$ cat src/hdl/pdl_pkg.sv
package pdl_pkg;

   localparam int CH_W         = 2;
   localparam int TIME_W       = 32;
   localparam int LEVEL_W      = 12;
   localparam int DIGIT_W      = 4;
   localparam int SEG_W        = 7;
   localparam int SHIFT_W      = 16;
   localparam int NUM_CHANNELS = 3;

   localparam int NUM_SWITCHES_DEF = 3;

   // elapsed times below MS_FULL fit these bits and are scaled, anything else saturates
   localparam int ELAPSED_W = 10;
   localparam int PROD_W    = ELAPSED_W + LEVEL_W;

   localparam logic [LEVEL_W-1:0]  LEVEL_MAX = 12'd4095;
   localparam logic [TIME_W-1:0]   MS_FULL   = 32'd1000;
   // floor(2^22 / 1000): quotient estimate is low by at most one
   localparam int                  RECIP_SHIFT = 22;
   localparam logic [12:0]         RECIP       = 13'd4194;

   typedef enum logic [CH_W-1:0] {
      CH_RED   = 2'd0,
      CH_GREEN = 2'd1,
      CH_BLUE  = 2'd2
   } channel_type;

   typedef struct packed {
      logic [CH_W-1:0]   switch_id;
      logic [TIME_W-1:0] now_ms;
   } req_type;

   typedef struct packed {
      logic [CH_W-1:0]    channel;
      logic [LEVEL_W-1:0] red_level;
      logic [LEVEL_W-1:0] green_level;
      logic [LEVEL_W-1:0] blue_level;
      logic [DIGIT_W-1:0] tens_digit;
      logic [DIGIT_W-1:0] ones_digit;
      logic [SEG_W-1:0]   tens_segments;
      logic [SEG_W-1:0]   ones_segments;
      logic [SHIFT_W-1:0] shift_word;
   } rsp_type;

   // release measured: channel, saturation flag and low elapsed bits
   typedef struct packed {
      logic [CH_W-1:0]      channel;
      logic                 sat;
      logic [ELAPSED_W-1:0] elapsed;
   } elapsed_type;

   typedef struct packed {
      logic [CH_W-1:0]    channel;
      logic               sat;
      logic [PROD_W-1:0]  prod;
      logic [LEVEL_W-1:0] quot;
   } quot_type;

   typedef struct packed {
      logic [CH_W-1:0]    channel;
      logic [LEVEL_W-1:0] level;
   } level_type;

   function automatic logic [SEG_W-1:0] seg_of(input logic [DIGIT_W-1:0] d);
      logic [SEG_W-1:0] s;
      unique case (d)
         4'd0:    s = 7'h3F;
         4'd1:    s = 7'h06;
         4'd2:    s = 7'h5B;
         4'd3:    s = 7'h4F;
         4'd4:    s = 7'h66;
         4'd5:    s = 7'h6D;
         4'd6:    s = 7'h7D;
         4'd7:    s = 7'h27;
         4'd8:    s = 7'h7F;
         4'd9:    s = 7'h67;
         default: s = 7'h00;
      endcase
      return s;
   endfunction

endpackage

$ cat src/hdl/pdl_track.sv
module pdl_track
   import pdl_pkg::*;
#(
   parameter int NUM_SWITCHES = NUM_SWITCHES_DEF
) (
   input  logic        clock,
   input  logic        reset,
   input  logic        req_valid,
   output logic        req_stall,
   input  req_type     req_data,
   output logic        out_valid,
   input  logic        out_stall,
   output elapsed_type out_data
);

   localparam int SLOT_COUNT =
      (NUM_SWITCHES < NUM_CHANNELS) ? NUM_SWITCHES : NUM_CHANNELS;

   logic [SLOT_COUNT-1:0] held_ff, held_in;
   logic [TIME_W-1:0]     start_ff [SLOT_COUNT];
   logic [SLOT_COUNT-1:0] hit;
   logic [TIME_W-1:0]     start_sel;
   logic [TIME_W-1:0]     elapsed;
   logic                  accept, is_release;
   logic                  valid_ff, valid_in;
   elapsed_type           data_ff;

   assign req_stall = valid_ff && out_stall;
   assign accept    = req_valid && !req_stall;

   always_comb begin
      start_sel = '0;
      for (int i = 0; i < SLOT_COUNT; i++) begin
         hit[i] = (req_data.switch_id == CH_W'(i));
         if (hit[i]) begin
            start_sel = start_sel | start_ff[i];
         end
      end
   end

   assign is_release = accept && |(hit & held_ff);
   assign elapsed    = req_data.now_ms - start_sel;

   always_comb begin
      held_in = held_ff;
      if (accept) begin
         held_in = held_ff ^ hit;
      end
   end

   assign valid_in = (valid_ff && out_stall) ? 1'b1 : is_release;

   always_ff @(posedge clock) begin
      if (reset) begin
         held_ff  <= '0;
         valid_ff <= 1'b0;
      end else begin
         held_ff  <= held_in;
         valid_ff <= valid_in;
      end
   end

   always_ff @(posedge clock) begin
      for (int i = 0; i < SLOT_COUNT; i++) begin
         if (accept && hit[i] && !held_ff[i]) begin
            start_ff[i] <= req_data.now_ms;
         end
      end
      if (is_release) begin
         data_ff.channel <= req_data.switch_id;
         data_ff.sat     <= (elapsed >= MS_FULL);
         data_ff.elapsed <= elapsed[ELAPSED_W-1:0];
      end
   end

   assign out_valid = valid_ff;
   assign out_data  = data_ff;

endmodule

$ cat src/hdl/pdl_scale.sv
module pdl_scale
   import pdl_pkg::*;
(
   input  logic        clock,
   input  logic        reset,
   input  logic        in_valid,
   output logic        in_stall,
   input  elapsed_type in_data,
   output logic        out_valid,
   input  logic        out_stall,
   output level_type   out_data
);

   localparam int MUL_W = PROD_W + 13;

   logic              q_valid_ff, q_valid_in;
   quot_type          q_ff;
   logic              q_stall;
   logic [PROD_W-1:0] prod;
   logic [MUL_W-1:0]  recip_prod;

   logic              l_valid_ff, l_valid_in;
   level_type         l_ff;
   logic [PROD_W-1:0] back;
   logic [PROD_W-1:0] rem;
   logic [LEVEL_W-1:0] level;

   // e * 4095 = (e << 12) - e
   assign prod       = {in_data.elapsed, {LEVEL_W{1'b0}}} - PROD_W'(in_data.elapsed);
   assign recip_prod = MUL_W'(prod) * MUL_W'(RECIP);

   assign in_stall   = q_valid_ff && q_stall;
   assign q_valid_in = in_stall ? 1'b1 : in_valid;

   always_ff @(posedge clock) begin
      if (!in_stall && in_valid) begin
         q_ff.channel <= in_data.channel;
         q_ff.sat     <= in_data.sat;
         q_ff.prod    <= prod;
         q_ff.quot    <= recip_prod[RECIP_SHIFT +: LEVEL_W];
      end
   end

   // remainder check lifts the low estimate by one where needed
   assign back  = PROD_W'(q_ff.quot) * PROD_W'(MS_FULL);
   assign rem   = q_ff.prod - back;
   always_comb begin
      if (q_ff.sat) begin
         level = LEVEL_MAX;
      end else if (rem >= PROD_W'(MS_FULL)) begin
         level = q_ff.quot + LEVEL_W'(1);
      end else begin
         level = q_ff.quot;
      end
   end

   assign q_stall    = l_valid_ff && out_stall;
   assign l_valid_in = q_stall ? 1'b1 : q_valid_ff;

   always_ff @(posedge clock) begin
      if (!q_stall && q_valid_ff) begin
         l_ff.channel <= q_ff.channel;
         l_ff.level   <= level;
      end
   end

   always_ff @(posedge clock) begin
      if (reset) begin
         q_valid_ff <= 1'b0;
         l_valid_ff <= 1'b0;
      end else begin
         q_valid_ff <= q_valid_in;
         l_valid_ff <= l_valid_in;
      end
   end

   assign out_valid = l_valid_ff;
   assign out_data  = l_ff;

endmodule

$ cat src/hdl/pdl_digits.sv
module pdl_digits
   import pdl_pkg::*;
(
   input  logic      clock,
   input  logic      reset,
   input  logic      in_valid,
   output logic      in_stall,
   input  level_type in_data,
   output logic      out_valid,
   input  logic      out_stall,
   output rsp_type   out_data
);

   logic               valid_ff, valid_in;
   rsp_type            rsp_ff, rsp_in;
   logic [15:0]        times10;
   logic [18:0]        times100;
   logic [DIGIT_W-1:0] tens;
   logic [6:0]         hundredths;
   logic [6:0]         tens_x10;
   logic [SEG_W-1:0]   tseg, oseg;

   assign times10    = 16'(in_data.level) * 16'd10;
   assign times100   = 19'(in_data.level) * 19'd100;
   assign tens       = times10[15:12];
   assign hundredths = times100[18:12];
   // floor(100v/4096) mod 10 equals floor(100v/4096) - 10*floor(10v/4096)
   assign tens_x10   = 7'(tens) * 7'd10;
   assign tseg       = seg_of(tens);

   always_comb begin
      rsp_in.channel       = in_data.channel;
      rsp_in.red_level     = (in_data.channel == CH_RED)   ? in_data.level : '0;
      rsp_in.green_level   = (in_data.channel == CH_GREEN) ? in_data.level : '0;
      rsp_in.blue_level    = (in_data.channel == CH_BLUE)  ? in_data.level : '0;
      rsp_in.tens_digit    = tens;
      rsp_in.ones_digit    = DIGIT_W'(hundredths - tens_x10);
      oseg                 = seg_of(rsp_in.ones_digit);
      rsp_in.tens_segments = tseg;
      rsp_in.ones_segments = oseg;
      rsp_in.shift_word    = {1'b0, oseg, 1'b0, tseg};
   end

   assign in_stall = valid_ff && out_stall;
   assign valid_in = in_stall ? 1'b1 : in_valid;

   always_ff @(posedge clock) begin
      if (reset) begin
         valid_ff <= 1'b0;
      end else begin
         valid_ff <= valid_in;
      end
   end

   always_ff @(posedge clock) begin
      if (!in_stall && in_valid) begin
         rsp_ff <= rsp_in;
      end
   end

   assign out_valid = valid_ff;
   assign out_data  = rsp_ff;

endmodule

$ cat src/hdl/press_duration_to_led_level.sv
// A release request passes through the tracking, quotient, level and output registers
//   in that order before its response shows.
// Throughput: one request per cycle while req_stall is low; press requests give no response.
// A stalled response backs up through full stages only; intake stalls once all four hold data.
// Reset (synchronous, active high) clears the held flags and all valid bits;
//   press time stamps are not cleared.
module press_duration_to_led_level
   import pdl_pkg::*;
#(
   parameter int NUM_SWITCHES = NUM_SWITCHES_DEF
) (
   input  logic    clock,
   input  logic    reset,
   input  logic    req_valid,
   output logic    req_stall,
   input  req_type req_data,
   output logic    rsp_valid,
   input  logic    rsp_stall,
   output rsp_type rsp_data
);

   logic        e_valid, e_stall;
   elapsed_type e_data;
   logic        l_valid, l_stall;
   level_type   l_data;

   pdl_track #(
      .NUM_SWITCHES(NUM_SWITCHES)
   ) u_track (
      .clock    (clock),
      .reset    (reset),
      .req_valid(req_valid),
      .req_stall(req_stall),
      .req_data (req_data),
      .out_valid(e_valid),
      .out_stall(e_stall),
      .out_data (e_data)
   );

   pdl_scale u_scale (
      .clock    (clock),
      .reset    (reset),
      .in_valid (e_valid),
      .in_stall (e_stall),
      .in_data  (e_data),
      .out_valid(l_valid),
      .out_stall(l_stall),
      .out_data (l_data)
   );

   pdl_digits u_digits (
      .clock    (clock),
      .reset    (reset),
      .in_valid (l_valid),
      .in_stall (l_stall),
      .in_data  (l_data),
      .out_valid(rsp_valid),
      .out_stall(rsp_stall),
      .out_data (rsp_data)
   );

endmodule

$ cat config.mk
export PLATFORM = sky130hd
export DESIGN_NAME = press_duration_to_led_level
export DESIGN_NICKNAME = d
export VERILOG_FILES = /design/src/hdl/pdl_pkg.sv /design/src/hdl/pdl_track.sv /design/src/hdl/pdl_scale.sv /design/src/hdl/pdl_digits.sv /design/src/hdl/press_duration_to_led_level.sv
export SDC_FILE = /design/constraint.sdc
export NUM_CORES = 1
export LEC_CHECK = 0
export BUFFER_PORTS_ARGS = -buffer_cell sky130_fd_sc_hd__buf_4
export CAP_MARGIN = 10
export CORE_MARGIN = 2
export CORE_UTILIZATION = 30
export CTS_BUF_LIST = sky130_fd_sc_hd__clkbuf_16
export DETAILED_ROUTE_END_ITERATION = 7
export MAX_ROUTING_LAYER = met4
export PLACE_DENSITY_LB_ADDON = 0.25
export SYNTH_ARGS = -nofsm -noshare
export SYNTH_HDL_FRONTEND = slang
export SYNTH_SLANG_ARGS = --single-unit
$ cat constraint.sdc
create_clock -name clock -period 6.5 [get_ports clock]
set_clock_uncertainty 0.2 [all_clocks]
set_input_delay 0.975 -clock clock [delete_from_list [all_inputs] [get_ports clock]]
set_output_delay 0.975 -clock clock [all_outputs]
set_load 0.01 [all_outputs]
==> impl_metrics.tcl, run 1 <==
set metrics [dict create \
    outcome "finished with violations" \
    violations "setup timing" \
    cts_tree "built" \
    dp_cells 2599 \
    hold_violations 0 \
    drive_above_1_share 0.189 \
    syn2layout_area_growth_pct 20.6 \
    syn_inst 1657 \
    synthTopCellsByArea "edfxtp_1, ha_1, fa_1" \
    synth_compound_area_frac 0.114 \
    avgRoutedWirePerCell_um 15.5 \
    cts_num_sinks 224 \
    setup_slack_ns -0.231 \
    cp.arrival_ns 6.84 \
    end_kind "register" \
    num_rows 89 \
    drt-initial-drc-count 513 \
    clockRootBuffer "clkbuf_16" \
    cts_hold_buf 0 \
    cts_buffers 27 \
    synth_edf_count 217 \
    period_share 1.04 \
    stdcell_count 2662 \
    dieHeight_um 247 \
    track_usage 0.139 \
    yosysTopAreaCell "edfxtp_1" \
    synth_area_per_cell_sq_um 10.7 \
    grt_max_degree 61 \
    grt_overflow 0 \
    ys_top_cells_by_count "ha_1, inv_1, edfxtp_1" \
    layout.nets 2250 \
    routed_via_density 4.69 \
    yosys_register_bits 224 \
    power_leakage_nw 9.44 \
    max_freq_ghz 0.149 \
    drc_errors 0 \
    grtUsageMet1 0.178 \
    rsz0062_at_grt "true" \
    yosysMostFrequentCell "ha_1" \
    ys_seq_area_frac 0.375 \
    cts_buffer_depth 3 \
    antenna_left 0 \
    synth_top_family_by_area "adder cells" \
    synth_adder_area_share 0.275 \
    syn_area_sq_mm 0.0177 \
    synthFlopType "edfxtp_1" \
    hold_path.class "reg2reg" \
    synth_top_area_frac 0.367 \
    multi_input_area_sq_mm 0.0102 \
    worstPathRequired_ns 6.61 \
    drv_slew 0 \
    grtUsageMet2 0.234 \
    start_util 0.302 \
    finalCriticalPeriod_ns 6.73 \
    regArea_sq_mm 0.00666 \
    core_sq_mm 0.0587 \
    worstPathMaxFanout 5 \
    yosys_warnings 0 \
    htreeDepth 1 \
    place.gp.congestion 0.878 \
    synth.area.mux_share 0.0286 \
    portBuffers 113 \
    dp_hpwl_um 32800 \
    io_pins 116 \
    tightest_slew_ns 1.09 \
    crit_type "reg2reg" \
    power.density_mw_per_mm2 234 \
    clock_latency_ns 0.57 \
    hold_slack_ns 0.217 \
    worstSetupStartpointType "register" \
    synthSimpleGateAreaFrac 0.106 \
    grt_pass1_wl_um 66000 \
    max_slew_margin 0.273 \
    setup_viol 12 \
    drt_wl_total_um 41200 \
    n_fill_cell 5791 \
    cap_violations 0 \
    die_area_sq_mm 0.0611 \
    grt.busiest_layer "met2" \
    drt-pass1-iter-count 4 \
    grt_pass1_vias 12662 \
    synthArstFlopShare 0 \
    fp.dieW_um 247 \
    vdd_drop_max_uv 197 \
    antenna_found_initial 1 \
    synth_cell_types 85 \
    final_util 0.364 \
    vias 12483 \
    clkTransAtPathRegs_ns 0.07 \
    met3_usage 0.0175 \
    synthXorXnorAreaFrac 0.0336 \
]
## flip-flops by register name, summed over array words and instances (netlist names)
name	flops
u_track.start_ff	96
u_digits.out_data	60
u_scale.q_ff	34
u_scale.out_data	14
u_track.out_data	13
u_track.held_ff	3
u_digits.out_valid	1
u_scale.out_valid	1
u_scale.q_valid_ff	1
u_track.out_valid	1
## cell type report
| cell class | instances | share of cell area |
|---|---|---|
| Multi-Input combinational cell | 1140 | 0.477 |
| Sequential cell | 224 | 0.311 |
| Timing Repair Buffer | 232 | 0.0828 |
| Tap cell | 773 | 0.0452 |
| Inverter | 244 | 0.0428 |
| Clock buffer | 27 | 0.0316 |
| Clock inverter | 21 | 0.00930 |
| Antenna cell | 1 | 0.000117 |
## kinds of logic (layout without fill, tap and decap cells)
kind of cell               Yosys count  after routing
AOI/OAI and AO/OA                  307            307
xor gates and xnor gates            68             68
adders and majority gates          343            343
buffers and inverters              294            524
DFF                                224            224
muxes                               49             49
other                                1              3
and+or+nand+nor                    371            371
## path summary, 6_finish.rpt
check	slack, ns	cells after the start	startpoint	end
max	-0.23	26	u_scale.q_ff[1]	u_scale.out_data[2]
min reg2reg	0.22	0	u_scale.q_ff[35]	u_scale.out_data[12]
min	0.22	0	u_scale.q_ff[35]	u_scale.out_data[12]
max reg2reg	-0.23	26	u_scale.q_ff[1]	u_scale.out_data[2]
## cell usage in the layout (no fill, tap or decap), types with 7 or more instances in the layout
master,count
a211oi_1,10
mux2i_1,44
nand2_1,59
xnor2_1,38
a21oi_2,10
dfxtp_1,7
and2_1,38
inv_1,239
nand4_1,9
a21oi_1,105
clkbuf_16,27
o21ai_0,45
nand3_1,22
fa_1,77
a21o_1,28
buf_4,225
nor2_1,114
o211ai_1,12
o21ai_1,8
and3_1,7
edfxtp_1,217
ha_1,259
o21a_1,9
or3_1,9
nor3_1,26
nand2b_1,30
nor2b_1,16
xor2_1,25
a31oi_1,7
inv_2,8
## power by group
group	switching (W)	internal [W]	leakage [nW]	total (W)
Combinational	0.00103	0.000857	6.96	0.00189
Clock	0.000609	0.000877	0.435	0.00149
Sequential	0.0000109	0.00162	2.04	0.00164
## per-stage QoR
| stage | setup slack [ns] | area [sq um] | total power [W] | setup TNS, ns |
|---|---|---|---|---|
| after global placement | -0.329 | 20200 | 0.00347 | -2.97 |
| after detailed placement | -0.498 | 20200 | 0.00347 | -4.90 |
| after CTS | -0.207 | 21200 | 0.00505 | -1.55 |
| after global routing | -0.526 | 21400 | 0.00532 | -5.09 |
| final | -0.231 | 21400 | 0.00501 | -1.35 |
| after floorplan | 0.000614 | 17800 | 0.00290 | 0 |
## metal layers
metal  vias up  share of wire
li1       6226              -
met1      6014           0.47
met2       193           0.48
met3        50          0.032
met4         0          0.019
met5         -              0
## worst max-delay path, cell delays in order (launching register included)
cell and delay, ns:
edfxtp_1 0.46, fa_1 0.56, fa_1 0.51, inv_1 0.05, fa_1 0.45, fa_1 0.50, inv_2 0.05, ha_4 0.25
nand2_1 0.07, o211ai_1 0.11, o31a_1 0.28, a21o_1 0.18, a21o_1 0.17, a21oi_2 0.12, xor2_1 0.08, ha_1 0.35
nand4_1 0.19, nor2b_2 0.19, buf_4 0.12, o21ai_1 0.06, o211a_1 0.15, or4_4 0.51, nand3_4 0.10, xnor2_4 0.20
nand2_4 0.08, and3_1 0.17, or3_1 0.34
## repair_timing
item | 4_1_cts | 5_1_grt
setup buffers | 10 | 3
pin swaps | 31 | 28
endpoints found under the hold margin | 0 | 0
endpoints found under the setup margin | 12 | 21
gates resized for setup | 26 | 24
Power figures use the tool's default switching activity.
==> inputs of run 2 (changes only) <==
Settings changed: CORE_ASPECT_RATIO set to 1.5, SETUP_SLACK_MARGIN set to 0.02.
==> impl_metrics.tcl, run 2 (synthesis results as in run 1) <==
set metrics [dict create \
    outcome "finished with violations" \
    violations "setup timing" \
    finalSetupTns_ns -1.54 \
    antenna_left 0 \
    layout.nets 2286 \
    worstPathRequired_ns 6.60 \
    worstPathMaxFanout 4 \
    final_cell_mix "buf_4, ha_1, inv_1" \
    tightest_slew_ns 1.11 \
    place_area_sq_mm 0.0204 \
    fp.dieW_um 203 \
    antenna_found_initial 0 \
    grt_pass1_wl_um 69600 \
    clock_latency_ns 0.56 \
    place.gp.congestion 0.866 \
    multi_input_area_sq_mm 0.0103 \
    clockRootBuffer "clkbuf_16" \
    dieHeight_um 302 \
    hold_slack_ns 0.217 \
    dp_hpwl_um 34900 \
    worstReg2RegStart "u_scale.q_ff[0]" \
    syn2layout_area_growth_pct 22.1 \
    cts_buffer_depth 3 \
    regArea_sq_mm 0.00666 \
    worstSetupStartpointType "register" \
    final_util 0.369 \
    drt-pass1-iter-count 5 \
    place_ws_ns -0.494 \
    top_register "u_track.start_ff" \
    finalCriticalPeriod_ns 6.72 \
    cts_num_sinks 224 \
    track_usage 0.147 \
    drv_slew 0 \
    end_kind "register" \
    cts_buffers 26 \
    final_common_cell "buf_4" \
    drc_errors 0 \
    clkTransAtPathRegs_ns 0.06 \
    cap_violations 0 \
    grt_max_degree 61 \
    drive_above_1_share 0.210 \
    grt_overflow 0 \
    diodes 0 \
    setup_slack_ns -0.225 \
    core_sq_mm 0.0586 \
    rsz0062_at_grt "true" \
    max_slew_margin 0.258 \
    drt-initial-drc-count 414 \
    largest_reg_flops 96 \
    htreeDepth 1 \
    routed_via_density 4.75 \
    period_share 1.03 \
    max_freq_ghz 0.149 \
    vias 12810 \
    setup_viol 12 \
    power.density_mw_per_mm2 235 \
    vdd_drop_max_uv 205 \
    grt_pass1_vias 13685 \
    crit_start "u_scale.q_ff[0]" \
    portBuffers 113 \
    start_util 0.302 \
    io_pins 116 \
    num_rows 109 \
    hold_path.class "reg2reg" \
    power_leakage_nw 9.58 \
    cts_tree "built" \
    fin_area_sq_mm 0.0217 \
    drt_wl_total_um 43300 \
    hold_violations 0 \
    crit_type "reg2reg" \
    avgRoutedWirePerCell_um 16.1 \
    die_area_sq_mm 0.0611 \
    cp.arrival_ns 6.82 \
    hold_start "u_scale.q_ff[35]" \
    n_fill_cell 5880 \
]
==> run 2: path summary, 6_finish.rpt <==
check	depth (start not counted)	to	slack (ns)
max	26	u_scale.out_data[2]	-0.22
max reg2reg	26	u_scale.out_data[2]	-0.22
min reg2reg	0	u_scale.out_data[12]	0.22
min	0	u_scale.out_data[12]	0.22
==> run 2: critical path: stages (launching register included) <==
cell and delay, ns:
edfxtp_1 0.46, fa_1 0.54, fa_1 0.51, inv_1 0.05, fa_1 0.44, fa_1 0.51
inv_2 0.05, ha_4 0.23, nand2_1 0.07, o211ai_1 0.10, o31a_1 0.28, a21o_1 0.18
a21o_1 0.16, a21oi_2 0.12, xor2_1 0.26, ha_4 0.21, nand4_1 0.20, nor2b_2 0.24
o2111ai_2 0.13, o21ai_2 0.23, o2111a_1 0.26, o2111ai_4 0.13, nor4_4 0.17, buf_6 0.16
nand2_4 0.05, and3_4 0.16, or3_1 0.34
==> run 2: final cells by class <==
cell class              count  area share
clock buffers              26      0.0300
multi-input cells        1140       0.476
well taps                 777      0.0449
repair buffers            269      0.0941
inverters                 244      0.0424
clock inverters            18     0.00485
flip-flops and latches    224       0.307
==> run 2: stage by stage <==
| stage | total power, W | cells |
|---|---|---|
| after floorplan | 0.00290 | 1658 |
| after global placement | 0.00358 | 2628 |
| after detailed placement | 0.00359 | 2628 |
| after CTS | 0.00510 | 2691 |
| after global routing | 0.00539 | 2698 |
| final | 0.00508 | 2698 |
==> run 2: timing repair <==
action                     CTS  global route
setup endpoints to repair   16            18
buffers inserted            19             8
hold endpoints to repair     0             0
hold buffers                 0             0
resized for setup           47            21
pin swaps                   26            17
==> run 2: per-layer routing <==
layer,vias up,track usage,part of all wire
li1,6301,-,-
met1,6206,0.143,0.36
met2,211,0.295,0.57
met3,92,0.0164,0.030
met4,0,0.0535,0.037
met5,-,-,0
==> run 2: report_power, final <==
part           internal [W]  switching [W]  total, W
clock              0.000725       0.000589   0.00131
sequential          0.00162      0.0000110   0.00164
combinational      0.000993        0.00114   0.00213
total               0.00334        0.00174   0.00508
==> inputs of run 3 (changes only) <==
Settings changed: TNS_END_PERCENT set to 50.
==> impl_metrics.tcl, run 3 (synthesis results as in run 1) <==
set metrics [dict create \
    critPathMostFrequentCell "fa_1" \
    drc_errors 0 \
    power.density_mw_per_mm2 235 \
    core_sq_mm 0.0586 \
    worstPathMaxFanout 4 \
    worstPathRequired_ns 6.60 \
    htreeDepth 1 \
    whs_path_depth 0 \
    end_kind "register" \
    grt_pass1_vias 13685 \
    syn2layout_area_growth_pct 21.8 \
    hold_path.class "reg2reg" \
    track_usage 0.147 \
    n_fill_cell 5879 \
    start_util 0.302 \
    antenna_found_initial 0 \
    dieHeight_um 302 \
    crit_start "u_scale.q_ff[0]" \
    finalCriticalPeriod_ns 6.72 \
    die_area_sq_mm 0.0611 \
    cts_num_sinks 224 \
    setup_slack_ns -0.221 \
    reg2regPathDepth 26 \
    drt_wl_total_um 43200 \
    antenna_left 0 \
    worstReg2RegStart "u_scale.q_ff[0]" \
    outcome "finished with violations" \
    vias 12791 \
    grt_max_degree 61 \
    routed_via_density 4.75 \
    layout.nets 2283 \
    hold_violations 0 \
    dp_hpwl_um 34900 \
    power_leakage_nw 9.56 \
    fp.dieW_um 203 \
    cts_tree "built" \
    drt-pass1-iter-count 5 \
    grt_overflow 0 \
    grt_pass1_wl_um 69600 \
    violations "setup timing" \
    drt-initial-drc-count 409 \
    worstSetupStartpointType "register" \
    clock_latency_ns 0.56 \
    clockRootBuffer "clkbuf_16" \
    path_depth 26 \
    p_total_w 0.00508 \
    final_cell_mix "buf_4, ha_1, inv_1" \
    clkTransAtPathRegs_ns 0.06 \
    diodes 0 \
    final_common_cell "buf_4" \
    portBuffers 113 \
    slowest_stage "fa_1" \
    drv_slew 0 \
    vdd_drop_max_uv 205 \
    num_rows 109 \
    io_pins 116 \
    cp.arrival_ns 6.82 \
    hold_slack_ns 0.217 \
    hold_start "u_scale.q_ff[35]" \
    rsz0062_at_grt "true" \
    tightest_slew_ns 1.11 \
    cts_buffer_depth 3 \
    period_share 1.03 \
    setup_viol 12 \
    top_register "u_track.start_ff" \
    drive_above_1_share 0.208 \
    largest_reg_flops 96 \
    crit_type "reg2reg" \
    place.gp.congestion 0.866 \
    cts_buffers 26 \
    worst_path_largest_cell_delay_ns 0.54 \
    avgRoutedWirePerCell_um 16.0 \
    max_freq_ghz 0.149 \
    crit_family "adder cells" \
    path_buf_inv 3 \
    place_ws_ns -0.494 \
    cap_violations 0 \
    max_slew_margin 0.258 \
]
## run 3: worst reg2reg max path, cell delays in order (launching register included)
cell and delay (ns):
edfxtp_1 0.46, fa_1 0.54, fa_1 0.51, inv_1 0.05, fa_1 0.44, fa_1 0.51, inv_2 0.05, ha_4 0.23
nand2_1 0.07, o211ai_1 0.10, o31a_1 0.28, a21o_1 0.18, a21o_1 0.16, a21oi_2 0.12, xor2_1 0.26, ha_4 0.21
nand4_1 0.20, nor2b_2 0.24, o2111ai_2 0.13, o21ai_2 0.23, o2111a_1 0.26, o2111ai_4 0.13, nor4_4 0.17, buf_6 0.16
nand2_4 0.05, and3_4 0.16, or3_1 0.34
## run 3: final timing paths
kind | end | slack, ns
max reg2reg | u_scale.out_data[2] | -0.22
min | u_scale.out_data[12] | 0.22
max | u_scale.out_data[2] | -0.22
min reg2reg | u_scale.out_data[12] | 0.22
## run 3: metal layers
layer  wire [um]  global-route usage  vias to the layer above  part of all wire
li1            -                   -                     6296                 -
met1       15500               0.143                     6184              0.36
met2       24700               0.295                      217              0.57
met3        1370              0.0164                       94             0.032
met4        1670              0.0535                        0             0.039
met5           0                   -                        -                 0
## run 3: area by class of cell
class	count	area (sq um)	area share
tap	777	972	0.0450
clock inverter	18	105	0.00486
clock buffer	26	651	0.0301
multi-input combinational	1140	10300	0.476
timing repair buffer	266	2020	0.0933
inverter	244	918	0.0425
sequential	224	6660	0.308
## run 3: timing repair
item                                    4_1_cts  5_1_grt
setup buffers                                19        5
hold endpoints to repair                      0        0
endpoints found under the setup margin       16       18
hold buffers                                  0        0
pin swaps                                    26       15
resized for setup                            47       16
## run 3: power by group
group,switching (W),internal (W)
clock,0.000589,0.000725
combinational,0.00114,0.000991
sequential,0.0000107,0.00162
## run 3: per-stage QoR
step	utilization	cells	cell area (sq um)	setup TNS, ns
global placement	0.347	2628	20400	-3.81
global route	0.368	2695	21600	-5.05
detailed placement	0.347	2628	20400	-4.66
CTS	0.367	2691	21500	-1.90
finish	0.368	2695	21600	-1.54
floorplan	-	1658	17800	0
